### src/design/vn_pkg.sv
// vn_pkg: shared constants, word types and helpers for the vec3 normalize core.
// No dependencies.
`timescale 1ns / 1ps
`default_nettype none
package vn_pkg;

    localparam int FRAC_BITS   = 16;
    localparam int COMP_W      = 32;
    localparam int THR_W       = 17;
    localparam int SQ_W        = 2 * COMP_W;
    localparam int ROOT_W      = COMP_W;
    localparam int Q_W         = FRAC_BITS + 1;   // |c| <= mag, so q <= 2^FRAC_BITS
    localparam int SQRT_STEPS  = ROOT_W;
    localparam int DIV_STEPS   = Q_W;
    localparam int LAT         = 2 + SQRT_STEPS + DIV_STEPS;
    localparam int APB_ADDR_W  = 3;
    localparam int APB_DATA_W  = 32;
    localparam int REG_IDX_W   = 1;

    localparam logic [REG_IDX_W-1:0] REG_ZERO_THRESHOLD = 1'b0;
    localparam logic [THR_W-1:0]     THR_RESET          = THR_W'(1);

    typedef struct packed {
        logic signed [COMP_W-1:0] in_x;
        logic signed [COMP_W-1:0] in_y;
        logic signed [COMP_W-1:0] in_z;
    } vn_in_t;

    typedef struct packed {
        logic signed [COMP_W-1:0] out_x;
        logic signed [COMP_W-1:0] out_y;
        logic signed [COMP_W-1:0] out_z;
        logic                     degenerate;
    } vn_out_t;

    // two's complement magnitude; -2^31 maps to 2^31 in unsigned form
    function automatic logic [COMP_W-1:0] abs_of(input logic signed [COMP_W-1:0] c);
        logic [COMP_W-1:0] u;
        u = c;
        return c[COMP_W-1] ? (~u + COMP_W'(1)) : u;
    endfunction

endpackage
`default_nettype wire

### src/design/vn_sqr_lane.sv
// vn_sqr_lane: one component lane, magnitude and registered square.
// Depends on vn_pkg.
`timescale 1ns / 1ps
`default_nettype none
module vn_sqr_lane
    import vn_pkg::*;
(
    input  wire logic                     aclk,
    input  wire logic                     en,
    input  wire logic signed [COMP_W-1:0] comp,
    output logic         [SQ_W-1:0]       sq_reg
);

    logic [COMP_W-1:0] mag;

    assign mag = abs_of(comp);

    always_ff @(posedge aclk) begin
        if (en) begin
            sq_reg <= SQ_W'(mag) * SQ_W'(mag);
        end
    end

endmodule
`default_nettype wire

### config.mk
export PLATFORM = sky130hd
export DESIGN_NAME = vn_sqr_lane
export DESIGN_NICKNAME = d
export VERILOG_FILES = /design/src/design/vn_pkg.sv /design/src/design/vn_sqr_lane.sv
export SDC_FILE = /design/constraint.sdc
export NUM_CORES = 2
export LEC_CHECK = 0
export BUFFER_PORTS_ARGS = -buffer_cell sky130_fd_sc_hd__buf_2
export CELL_PAD_IN_SITES_DETAIL_PLACEMENT = 0
export CELL_PAD_IN_SITES_GLOBAL_PLACEMENT = 1
export CORE_MARGIN = 2
export CORE_UTILIZATION = 50
export CTS_CLUSTER_DIAMETER = 200
export DETAILED_ROUTE_END_ITERATION = 16
export PLACE_DENSITY_LB_ADDON = 0.1
export SLEW_MARGIN = 30
export SYNTH_ARGS = -nofsm -noshare
export SYNTH_HDL_FRONTEND = slang
export SYNTH_SLANG_ARGS = --single-unit
### constraint.sdc
create_clock -name aclk -period 28.3 [get_ports aclk]
set_input_delay 5.66 -clock aclk [delete_from_list [all_inputs] [get_ports aclk]]
set_output_delay 5.66 -clock aclk [all_outputs]
set_load 0.005 [all_outputs]
---- After elaboration in Yosys (flattened, before gate mapping) ----
Index checks and enable logic that the tools add are counted.
storage, ports and cells
  logic and storage cells ................. 5
  output and inout port bits .............. 64
  input bits .............................. 34
  register bits after elaboration ......... 64
operators by class
  muxes and demuxes ....................... 1
  $mul .................................... 1
  bitwise operators ....................... 1
  add/sub/neg operators ................... 1
operators by type and width
  kind                                                             count
  32-bit by 32-bit multiplier with 64-bit output                   1
  32-bit by 1-bit adder with 32-bit output, second input constant  1
  32-bit 2-to-1 mux                                                1
  32-bit inverter                                                  1

---- Logic depth before layout (Yosys ltp) ----
  word-level depth ........................ 4
  depth in mapped cells ................... 39

---- Worst setup path after synthesis ----
Ideal clock, no wire load.
  kind .................................... input port to flip-flop
  from .................................... in comp[0]
  to ...................................... reg sq_reg[55] (data pin)
  path buffers ............................ 3
  stages .................................. 34
  path slack .............................. 12938 ps
  setup time .............................. 267 ps
  arrival time ............................ 15095 ps
  path through ............................ inv_1 clkbuf_1 clkbuf_1 ha_1 inv_1 or4_1 or4_1 nand2b_1 nand2_1 xnor2_1 clkinv_1 clkbuf_1 nor2_1 ha_1 xor2_1 fa_1 inv_1 fa_1 fa_1 inv_1 fa_1 fa_1 fa_1 fa_1 ha_1 and2_1 and3_1 a221oi_1 a21oi_1 a211oi_1 o31a_1 o31a_1 o21ai_0 xor2_1
between the ends
  longest elaborated chain between the ends .. 4
ends and longest elaborated chain
  what                                              RTL line           source
  from (decl)                                       vn_sqr_lane.sv:10  input wire logic signed [COMP_W-1:0] comp,
  32-bit inverter                                   vn_pkg.sv:40       return c[COMP_W-1] ? (~u + COMP_W'(1)) : u;
  32-bit by 1-bit adder with 32-bit output          vn_pkg.sv:40
  32-bit 2-to-1 mux *                               vn_pkg.sv:40
  32-bit by 32-bit multiplier with 64-bit output *  vn_sqr_lane.sv:20  sq_reg <= SQ_W'(mag) * SQ_W'(mag);
  to (signal assigned)                              vn_sqr_lane.sv:20
  to (decl)                                         vn_sqr_lane.sv:11  output logic [SQ_W-1:0] sq_reg
Mark *: on every way between the ends. The rest lies on a longest branch, timed or not.
A chain may end at the register's enable or synchronous reset.

---- Worst setup path after layout ----
  from .................................... in comp[0]
  to ...................................... reg sq_reg[60] (data pin)
Same word-level chain as after synthesis.

==> summary.md <==
| Metric | Value |
|---|---|
| Nets | between 4000 and 5000 |
| Synth top area share | 51.2% |
| Max reg flops | 63 |
| Max Buffers Root-to-Sink | 2 |
| CTS Buf Count | 9 |
| Fill cells | 5767 |
| Final TNS setup | 0 ps |
| ANT nets after route | 0 |
| Final hold vios | 0 |
| Setup crit end kind | flop |
| Routed via count | approximately 22000 |
| Final Slew Violations | 0 |
| Router iterations before antenna repair | 6 |
| Core Util, Final | a little over half |
| Synth Cell Area | 31100 µm² |
| Post-synth EDFFs | 63 |
| Fin crit period | 17030 ps |
| Most frequent cells in the layout | inv_1 (996), fa_1 (795), nor2_1 (286) |
| Synth Register Bits | 63 |
| Non-Filler Instances | ~4200 |
| Commonest non-fill, non-tap cell in the layout | inv_1 |
| Post-CTS Hold Fix Bufs | 0 |
| CP Buf/Inv Count | 10 |
| Crit start category | input port |
| Top delay family on crit path | adder cells |
| H-tree depth | 3 |
| Post-synthesis cell count | about 3300 |
| DRT iter0 DRCs | 1332 |
| Starting Density | about half |
| WL final | between 90 and 100 mm |
| CP max stage cell | clkinv_1 |
| Initial antenna violation count | 0 |
| DP Cell Count | 4207 |
| Status | finished, final reports clean |
| Kind of critical path | input port to flop |
| Total GRT Usage | between 30 and 40% |
| CORE AREA | just over 60000 µm² |
| Yosys warnings | 0 |
| DIE AREA | roughly 64000 µm² |
| Post-synthesis cell type count | 65 |
| Sequential element share of the synthesized area | 6.08% |
| Die height | 253 µm |
| Pin count of the biggest net entering global routing | 64 |
| Post_cts resized | 0 |
| Maxcap violations | 0 |
| First-pass GRT wire length | about 150 mm |
| Worst-Margin Slew | between 1000 and 1500 ps |
| Clk sinks | 63 |
| Chip width | around 250 µm |
| Post-CTS Setup Inserts | 0 |
| Hold depth | 1 |
| Synthesized area per cell | 9.42 µm² |
| Global route total overflow | 0 |
| Final period util | about 60% |
| Final setup viols | 0 |
| I/O pins | 98 |
| Unrepaired setup endpoints after global routing | false |
| Synthesis-to-layout area growth | 6.58% |
| DR DRC count | 0 |
| Hpwl dp | a little under 80 mm |
| Share of layout cells above drive strength 1 | between 6 and 7% |
| Clock root cell | clkbuf_16 |
| Delay of the slowest critical-path stage | 830 ps |
| CTS tree | built |
| Num rows | between 90 and 100 |
| Port Buffer Count | 96 |
| Vias per cell | between 5 and 6 |
| CTS clock-pin slew for the worst setup and hold paths | approximately 60 ps |
| Worst EP required | between 20000 and 30000 ps |
| Routed len/inst | about 22 µm |
| Routability Congestion | approximately 0.9 |
| Top cells by area, synth | fa_1 (51%), inv_1 (12%), ha_1 (11%) |
| Cell taking the most area after synthesis | fa_1 |
| Vias in the first global route | between 20000 and 30000 |
| Ys flop type | edfxtp_1 |
| WP depth | 36 |
| CP arrival | roughly 17000 ps |
| Slew headroom | roughly a third |
| Worst Hold Class | input port to flop |
| Achievable Freq | ~60 MHz |
| Ys async rst share | 0% |
| Worst-path maximum fanout | 22 |
## area by class of cell
class                           count  area, µm²  area share (%)
Sequential cell                    63       1890            5.71
Timing Repair Buffer              145        848            2.56
Inverter                         1009       3790            11.4
Multi-Input combinational cell   2153      25300            76.3
Clock inverter                      6       38.8           0.117
Tap cell                          837       1050            3.16
Clock buffer                        9        225           0.680
Antenna cell                        1       2.50         0.00755
## metrics by stage
stage	cell area, µm²	hold WS [ps]	setup WS (ps)
final	33100	5850	11270
after CTS	33100	5840	11650
after floorplan	31200	5760	12940
after detailed placement	32900	6050	11320
after global routing	33100	5840	10820
after global placement	32900	6050	11150
## final timing paths
| check | start | endpoint | slack, ps |
|---|---|---|---|
| max | comp[0] | sq_reg[60] | 11270 |
| min | comp[0] | sq_reg[0] | 5850 |
## routing by layer
metal	global-route usage, %	up-vias	part of all wire, %
li1	-	9765	-
met1	38.2	11700	38
met2	54.6	690	51
met3	3.47	221	4.7
met4	14.6	0	5.8
met5	0	-	0
## cell families after synthesis
kind of cell	synth area share, %
other	0.0242
AOI/OAI and AO/OA	5.19
muxes	0.0684
buffers and inverters	13.4
adders and majority gates	62.6
and+or+nand+nor	9.16
xor gates and xnor gates	3.46
DFF	6.08
## Yosys cell counts, drive strengths merged (6+ instances only)
| cell | number |
|---|---|
| o21ai | 53 |
| o21bai | 10 |
| ha | 283 |
| nor2 | 287 |
| nor3 | 9 |
| fa | 795 |
| and2 | 7 |
| o31ai | 10 |
| xnor2 | 62 |
| a21o | 48 |
| clkinv | 6 |
| nand4 | 18 |
| nand2 | 283 |
| o21a | 9 |
| inv | 1003 |
| nor2b | 10 |
| clkbuf | 93 |
| nand3 | 16 |
| or4 | 8 |
| xor2 | 59 |
| edfxtp | 63 |
| a21oi | 73 |
| and3 | 11 |
| buf | 8 |
Power is not shown: default switching activity piles up to over one toggle a cycle in this logic, so the estimate is an artifact.
