`src/design/vn_pkg.sv`:
```
// vn_pkg: shared constants, word types and helpers for the vec3 normalize core.
// No dependencies.
`timescale 1ns / 1ps
`default_nettype none
package vn_pkg;

    localparam int FRAC_BITS   = 16;
    localparam int COMP_W      = 32;
    localparam int THR_W       = 17;
    localparam int SQ_W        = 2 * COMP_W;
    localparam int ROOT_W      = COMP_W;
    localparam int Q_W         = FRAC_BITS + 1;   // |c| <= mag, so q <= 2^FRAC_BITS
    localparam int SQRT_STEPS  = ROOT_W;
    localparam int DIV_STEPS   = Q_W;
    localparam int LAT         = 2 + SQRT_STEPS + DIV_STEPS;
    localparam int APB_ADDR_W  = 3;
    localparam int APB_DATA_W  = 32;
    localparam int REG_IDX_W   = 1;

    localparam logic [REG_IDX_W-1:0] REG_ZERO_THRESHOLD = 1'b0;
    localparam logic [THR_W-1:0]     THR_RESET          = THR_W'(1);

    typedef struct packed {
        logic signed [COMP_W-1:0] in_x;
        logic signed [COMP_W-1:0] in_y;
        logic signed [COMP_W-1:0] in_z;
    } vn_in_t;

    typedef struct packed {
        logic signed [COMP_W-1:0] out_x;
        logic signed [COMP_W-1:0] out_y;
        logic signed [COMP_W-1:0] out_z;
        logic                     degenerate;
    } vn_out_t;

    // two's complement magnitude; -2^31 maps to 2^31 in unsigned form
    function automatic logic [COMP_W-1:0] abs_of(input logic signed [COMP_W-1:0] c);
        logic [COMP_W-1:0] u;
        u = c;
        return c[COMP_W-1] ? (~u + COMP_W'(1)) : u;
    endfunction

endpackage
`default_nettype wire

```
`src/design/vn_div_lane.sv`:
```
// vn_div_lane: one component lane, pipelined restoring divide (|c| << FRAC_BITS) / mag.
// Depends on vn_pkg.
`timescale 1ns / 1ps
`default_nettype none
module vn_div_lane
    import vn_pkg::*;
(
    input  wire logic              aclk,
    input  wire logic              en,
    input  wire logic [COMP_W-1:0] num,
    input  wire logic [ROOT_W-1:0] mag,
    output logic      [Q_W-1:0]    quo
);

    localparam int REM_W = ROOT_W + 1;

    logic [REM_W-1:0]  rem_reg [DIV_STEPS];
    logic [ROOT_W-1:0] mag_reg [DIV_STEPS];
    logic [Q_W-1:0]    quo_reg [DIV_STEPS];

    for (genvar s = 0; s < DIV_STEPS; s++) begin : g_step
        logic [REM_W-1:0]  rem_in;
        logic [ROOT_W-1:0] mag_in;
        logic [Q_W-1:0]    quo_in;
        logic              bit_in;
        logic [REM_W-1:0]  rem_sh;

        if (s == 0) begin : g_first
            // num >> 1 < mag whenever mag is nonzero, so high quotient bits are zero
            assign rem_in = REM_W'(num[COMP_W-1:1]);
            assign mag_in = mag;
            assign quo_in = '0;
            assign bit_in = num[0];
        end else begin : g_rest
            assign rem_in = rem_reg[s-1];
            assign mag_in = mag_reg[s-1];
            assign quo_in = quo_reg[s-1];
            assign bit_in = 1'b0;
        end

        assign rem_sh = {rem_in[REM_W-2:0], bit_in};

        always_ff @(posedge aclk) begin
            if (en) begin
                mag_reg[s] <= mag_in;
                if (rem_sh >= REM_W'(mag_in)) begin
                    rem_reg[s] <= rem_sh - REM_W'(mag_in);
                    quo_reg[s] <= {quo_in[Q_W-2:0], 1'b1};
                end else begin
                    rem_reg[s] <= rem_sh;
                    quo_reg[s] <= {quo_in[Q_W-2:0], 1'b0};
                end
            end
        end
    end

    assign quo = quo_reg[DIV_STEPS-1];

endmodule
`default_nettype wire

```
`config.mk`:
```
export PLATFORM = sky130hd
export DESIGN_NAME = vn_div_lane
export DESIGN_NICKNAME = d
export VERILOG_FILES = /design/src/design/vn_pkg.sv /design/src/design/vn_div_lane.sv
export SDC_FILE = /design/constraint.sdc
export NUM_CORES = 2
export LEC_CHECK = 0
export BUFFER_PORTS_ARGS = -buffer_cell sky130_fd_sc_hd__buf_2
export CELL_PAD_IN_SITES_DETAIL_PLACEMENT = 0
export CELL_PAD_IN_SITES_GLOBAL_PLACEMENT = 1
export CORE_MARGIN = 5
export CORE_UTILIZATION = 52
export DETAILED_ROUTE_END_ITERATION = 12
export PLACE_DENSITY = 0.83
export SLEW_MARGIN = 15
export SYNTH_ARGS = -nofsm -noshare
export SYNTH_HDL_FRONTEND = slang
export SYNTH_SLANG_ARGS = --single-unit
```
`constraint.sdc`:
```
create_clock -name aclk -period 3.5 [get_ports aclk]
set_input_delay 0.175 -clock aclk [delete_from_list [all_inputs] [get_ports aclk]]
set_output_delay 0.175 -clock aclk [all_outputs]
set_load 0.05 [all_outputs]
```
After elaboration in Yosys (flattened, before gate mapping)
Memories as Yosys holds them, arrays and structs flattened.
Cells that the tools add are included.
- bits of input ports: 66
- output and inout port bits: 17
- memory bits (writable): 1394
- memories: 3
- register bits after elaboration: 0
- memories (memory ; words ; width ; read ports ; clocked after memory_dff ; write ports ; line ; source):
    rem_reg ; 17 ; 33 ; 16 ; 0 ; 17 ; vn_div_lane.sv:17 ; logic [REM_W-1:0] rem_reg [DIV_STEPS];
    mag_reg ; 17 ; 32 ; 16 ; 0 ; 17 ; vn_div_lane.sv:18 ; logic [ROOT_W-1:0] mag_reg [DIV_STEPS];
    quo_reg ; 17 ; 17 ; 17 ; 0 ; 17 ; vn_div_lane.sv:19 ; logic [Q_W-1:0] quo_reg [DIV_STEPS];
- multiplexer cells: 138
- $lt $le $gt $ge: 17
- bitwise logic cells: 34
- add/sub/neg operators: 17
- operators with widths (cell ; number):
    two-way mux 33 bit ; 17
    greater-or-equal comparator 33 x 32 -> 1 bit ; 16
    subtractor 33 x 32 -> 33 bit ; 16
    two-way mux 17 bit ; 17
    two-way mux 1 bit ; 104
    bitwise OR 1 bit ; 34
    subtractor 32 x 32 -> 33 bit ; 1
    greater-or-equal comparator 32 bit ; 1

Logic depth before layout (Yosys ltp)
An unclocked memory read counts as a cell.
- depth in word-level cells: 6
- mapped depth: 15

Worst setup path after synthesis
OpenSTA, ideal clock, no wires.
- path type: register to register
- start point: memory mag_reg[0][417] (netlist name)
- end point: memory rem_reg[14][21] (netlist name), data pin
- cell stages (with the launch flop): 15
- data arrival time: 2889 ps
- buffers on the path: 2
- setup slack: 351 ps
- data required time: 3240 ps
- cell sequence: edfxtp_1 -> inv_1 -> ha_1 -> nor2b_1 -> o31a_1 -> o31ai_4 -> a21oi_2 -> o21ai_4 -> o41ai_2 -> a311oi_2 -> o21a_4 -> inv_4 -> buf_8 -> buf_12 -> mux2_4
- RTL lines (what ; line):
    start, declared ; vn_div_lane.sv:18
    end, declared ; vn_div_lane.sv:17

==> impl_table.tex <==
\begin{tabular}{lr}
\hline
Metric & Value \\
\hline
\multicolumn{2}{l}{\textbf{Worst setup path}} \\
Crit path buffers/inverters & 4 \\
Critical path's largest stage delay & 0.49 ns \\
CP Max Fanout & 16 \\
R2R Path End & rem\_reg[5][7] \\
Category of cells accounting for the largest share of critical-path delay & compound AO/OA/AOI/OAI gates \\
Path length in cells of the critical path & 13 \\
Critical path destination & rem\_reg[5][7] \\
Worst EP arrival & about 3.9 ns \\
List of cells traversed by the critical path & inv\_1, ha\_1, a21o\_1, a21o\_1, a21oi\_1, nand3b\_1, a2111oi\_2, buf\_4, o31ai\_2, a21oi\_4, buf\_12, buf\_4, o21ai\_0 \\
Kind of capture point of the worst setup path & flip-flop \\
Worst R2R Path Depth & 13 \\
Required arrival time at the worst endpoint & around 4.0 ns \\
Crit. Startpoint & mag\_reg[0][145] \\
Crit Reg-Reg Startpoint & mag\_reg[0][145] \\
Worst setup path class & reg2reg \\
Worst reg-to-reg setup slack & between 0.1 and 0.15 ns \\
Slowest cell on crit path & edfxtp\_1 \\
Sort of element at the start of the critical path & flip-flop \\
\multicolumn{2}{l}{\textbf{STA}} \\
Shortest clock period the worst path allows after layout & around 3.4 ns \\
Maximum clock skew at final layout & 0.03526 ns \\
Final Setup Violations & 0 \\
Crit share post-route & 0.9682 \\
Slew headroom & 0.2118 \\
Slew @ Worst Pin & between 1 and 1.5 ns \\
Maximum clock frequency & about 300 MHz \\
Final Hold Viols & 0 \\
Slew Limit Fails & 0 \\
Hold slack final & 0.1384 ns \\
Total negative setup slack & 0 ns \\
PnR worst setup slack & roughly 0.11 ns \\
\multicolumn{2}{l}{\textbf{Die}} \\
Die Area & $\sim$0.15 mm² \\
Core box area & 0.1377 mm² \\
Chip Height & approximately 380 µm \\
Num ports & between 80 and 90 \\
Standard-cell rows & around 140 \\
Initial Util & 0.5234 \\
Die width & $\sim$380 µm \\
\multicolumn{2}{l}{\textbf{Layout}} \\
Layout Cells excl Fill & around 9,000 \\
Number of nets in the layout & slightly below 8,000 \\
Synth-to-layout area growth & 13.11\% \\
Antenna diode count & 0 \\
Post-route design area & 0.08150 mm² \\
Proportion of layout cells with a drive suffix above 1 & 0.1291 \\
\multicolumn{2}{l}{\textbf{Global routing}} \\
Wire length of the first global-routing pass & between 200,000 and 300,000 µm \\
Number of global-route vias before repair & around 51,000 \\
Combined global-route utilization of all metal layers & 0.2481 \\
Initial antenna violation count & 2 \\
Overflow left after global routing & 0 \\
Largest net degree at the start of global routing & 189 \\
\multicolumn{2}{l}{\textbf{Power}} \\
Power per cell area & between 800 and 900 mW/mm² \\
Worst-case vdd ir drop & 0.0005633 V \\
Lkg Pwr & 33.71 nW \\
\multicolumn{2}{l}{\textbf{Outcome}} \\
Run status & complete, no violations \\
\multicolumn{2}{l}{\textbf{Logic synthesis}} \\
Most common cell in the netlist & edfxtp\_1 \\
Post-synthesis register bit count & between 1,000 and 1,500 \\
Proportion of synthesized flip-flops having asynchronous set or reset & 0 \\
Top cell types by occurrence after synthesis & 1,176 x edfxtp\_1, 702 x inv\_1, 543 x ha\_1, 514 x nand2\_1, 438 x o21ai\_0 \\
Dominant cells by area after synthesis & edfxtp\_1 49\%, ha\_1 9.4\%, inv\_1 3.7\% \\
Number of synthesis warnings & 0 \\
Count of cell types in the netlist & 103 \\
Number of nets in the synthesized netlist & between 7,000 and 8,000 \\
Leading area contributor after synthesis & edfxtp\_1 \\
Synth Instances & 6,744 \\
Netlist area before placement & 0.07206 mm² \\
Count of flip-flops with a built-in enable after synthesis & around 1,200 \\
Post-synth top flop & edfxtp\_1 \\
Portion of synthesized cell area occupied by the leading cell type & 0.4901 \\
Post-synthesis average cell area & roughly 11 µm² \\
Part of the Yosys area used for sequential elements & 0.4904 \\
\multicolumn{2}{l}{\textbf{Routing}} \\
Ratio of routed vias to standard cells & between 5 and 6 \\
DRC violation count after routing & 0 \\
WL per Instance & $\sim$21 µm \\
Total wirelength of the detailed-routed design & approximately 180,000 µm \\
Drt initial violations & $\sim$3,900 \\
Routed via count & $\sim$52,000 \\
DRT antenna net count & 0 \\
Initial DRT Pass Iterations & 7 \\
\multicolumn{2}{l}{\textbf{Placed design}} \\
Port Buffer Count & a little over 80 \\
Half-perimeter wire length of the detailed placement result & roughly 140,000 µm \\
Post-Place Cells & 8,643 \\
Post-Place Worst Slack & -0.1992 ns \\
GP Congestion & approximately 0.92 \\
Area of placed instances & between 0.07 and 0.08 mm² \\
\multicolumn{2}{l}{\textbf{CTS}} \\
Clock Sinks & approximately 1,200 \\
Maximum root-to-sink buffer count & 3 \\
TritonCTS buffer count & around 140 \\
Clock transition at the register clock pins on the worst setup and hold paths after CTS & approximately 0.06 ns \\
Clock Latency Late Sink & between 0.7 and 0.8 ns \\
Clock tree from TritonCTS & done \\
Number of H-tree levels & 4 \\
Clk root buf & clkbuf\_16 \\
\multicolumn{2}{l}{\textbf{Hold path}} \\
Class of the tightest hold or removal check & in2reg \\
\multicolumn{2}{l}{\textbf{Job}} \\
Max-cap violations & 0 \\
\hline
\end{tabular}
[routing by layer]
layer,vias up,global-route usage,routed length (µm),part of all wire
met3,302,0.03124,8665,0.047
met4,0,0.07461,5373,0.029
met1,24930,0.3229,79660,0.43
met5,-,0,0,0
met2,1362,0.4350,91080,0.49
li1,25390,-,-,-
[through the flow]
| step | power, W | util |
|---|---|---|
| 5_1_grt | 0.07760 | 0.5921 |
| 4_1_cts | 0.07247 | 0.5889 |
| 3_3_place_gp | 0.05755 | 0.5517 |
| 2_1_floorplan | 0.04753 | - |
| 3_5_place_dp | 0.05789 | 0.5517 |
| 6_report | 0.07279 | 0.5921 |
[how the worst min path moves through the flow]
stage / startpoint / cells after the start / to / slack (ns)
2_1_floorplan: mag[0] / 0 / mag_reg[0][0] / 0.27
3_3_place_gp: mag[29] / 1 / mag_reg[0][29] / 0.37
3_5_place_dp: mag[20] / 1 / mag_reg[0][20] / 0.37
4_1_cts: mag[8] / 2 / mag_reg[0][8] / 0.08
5_1_grt: mag[8] / 2 / mag_reg[0][8] / 0.12
6_report: mag[8] / 2 / mag_reg[0][8] / 0.14
[power breakdown]
part | leakage [nW] | switching (W) | internal, W | total (W)
Sequential | 11.5 | 0.00267 | 0.0209 | 0.0236
Combinational | 20.1 | 0.0194 | 0.0157 | 0.0351
Clock | 2.14 | 0.00588 | 0.00825 | 0.0141
Total | 33.7 | 0.0279 | 0.0449 | 0.0728
[cells in the final DEF (no fill, tap or decap), types with 63 or more instances in the layout]
| cell | n |
|---|---|
| and3_1 | 68 |
| buf_4 | 267 |
| edfxtp_1 | 1176 |
| nor2b_1 | 63 |
| ha_1 | 534 |
| nor2_1 | 317 |
| mux2_2 | 210 |
| a31oi_1 | 87 |
| inv_1 | 702 |
| o21bai_1 | 71 |
| nor3_1 | 92 |
| nand3_1 | 142 |
| nand2b_1 | 65 |
| a21oi_1 | 429 |
| nand2_1 | 514 |
| buf_2 | 81 |
| a21o_1 | 264 |
| xor2_1 | 161 |
| clkbuf_16 | 141 |
| o21a_1 | 83 |
| nand4_1 | 102 |
| dlygate4sd3_1 | 65 |
| o21ai_0 | 434 |
| xnor2_1 | 238 |
[area by class of cell]
type | instances | area, µm²
Clock buffer | 157 | 3525
Clock inverter | 85 | 917.1
Fill cell | 11390 | 56160
Inverter | 710 | 2668
Multi-Input combinational cell | 4607 | 33230
Sequential cell | 1177 | 35330
Tap cell | 1794 | 2245
Timing Repair Buffer | 439 | 3582
[kinds of logic after synthesis]
logic type,synth area share
AOI/OAI and AO/OA,0.1630
xor gates and xnor gates,0.04850
adders and majority gates,0.09873
buffers and inverters,0.05206
DFF,0.4904
muxes,0.04127
and+or+nand+nor,0.1061
[repair_timing]
item,4_1_cts,5_1_grt
hold buffers,65,0
pin swaps,0,11
gates resized for setup,5,54
gates cloned,0,3
buffers inserted,0,16
endpoints found under the hold margin,78,0
endpoints found under the setup margin,49,231
No activity file was read; power rests on OpenSTA's default activity.
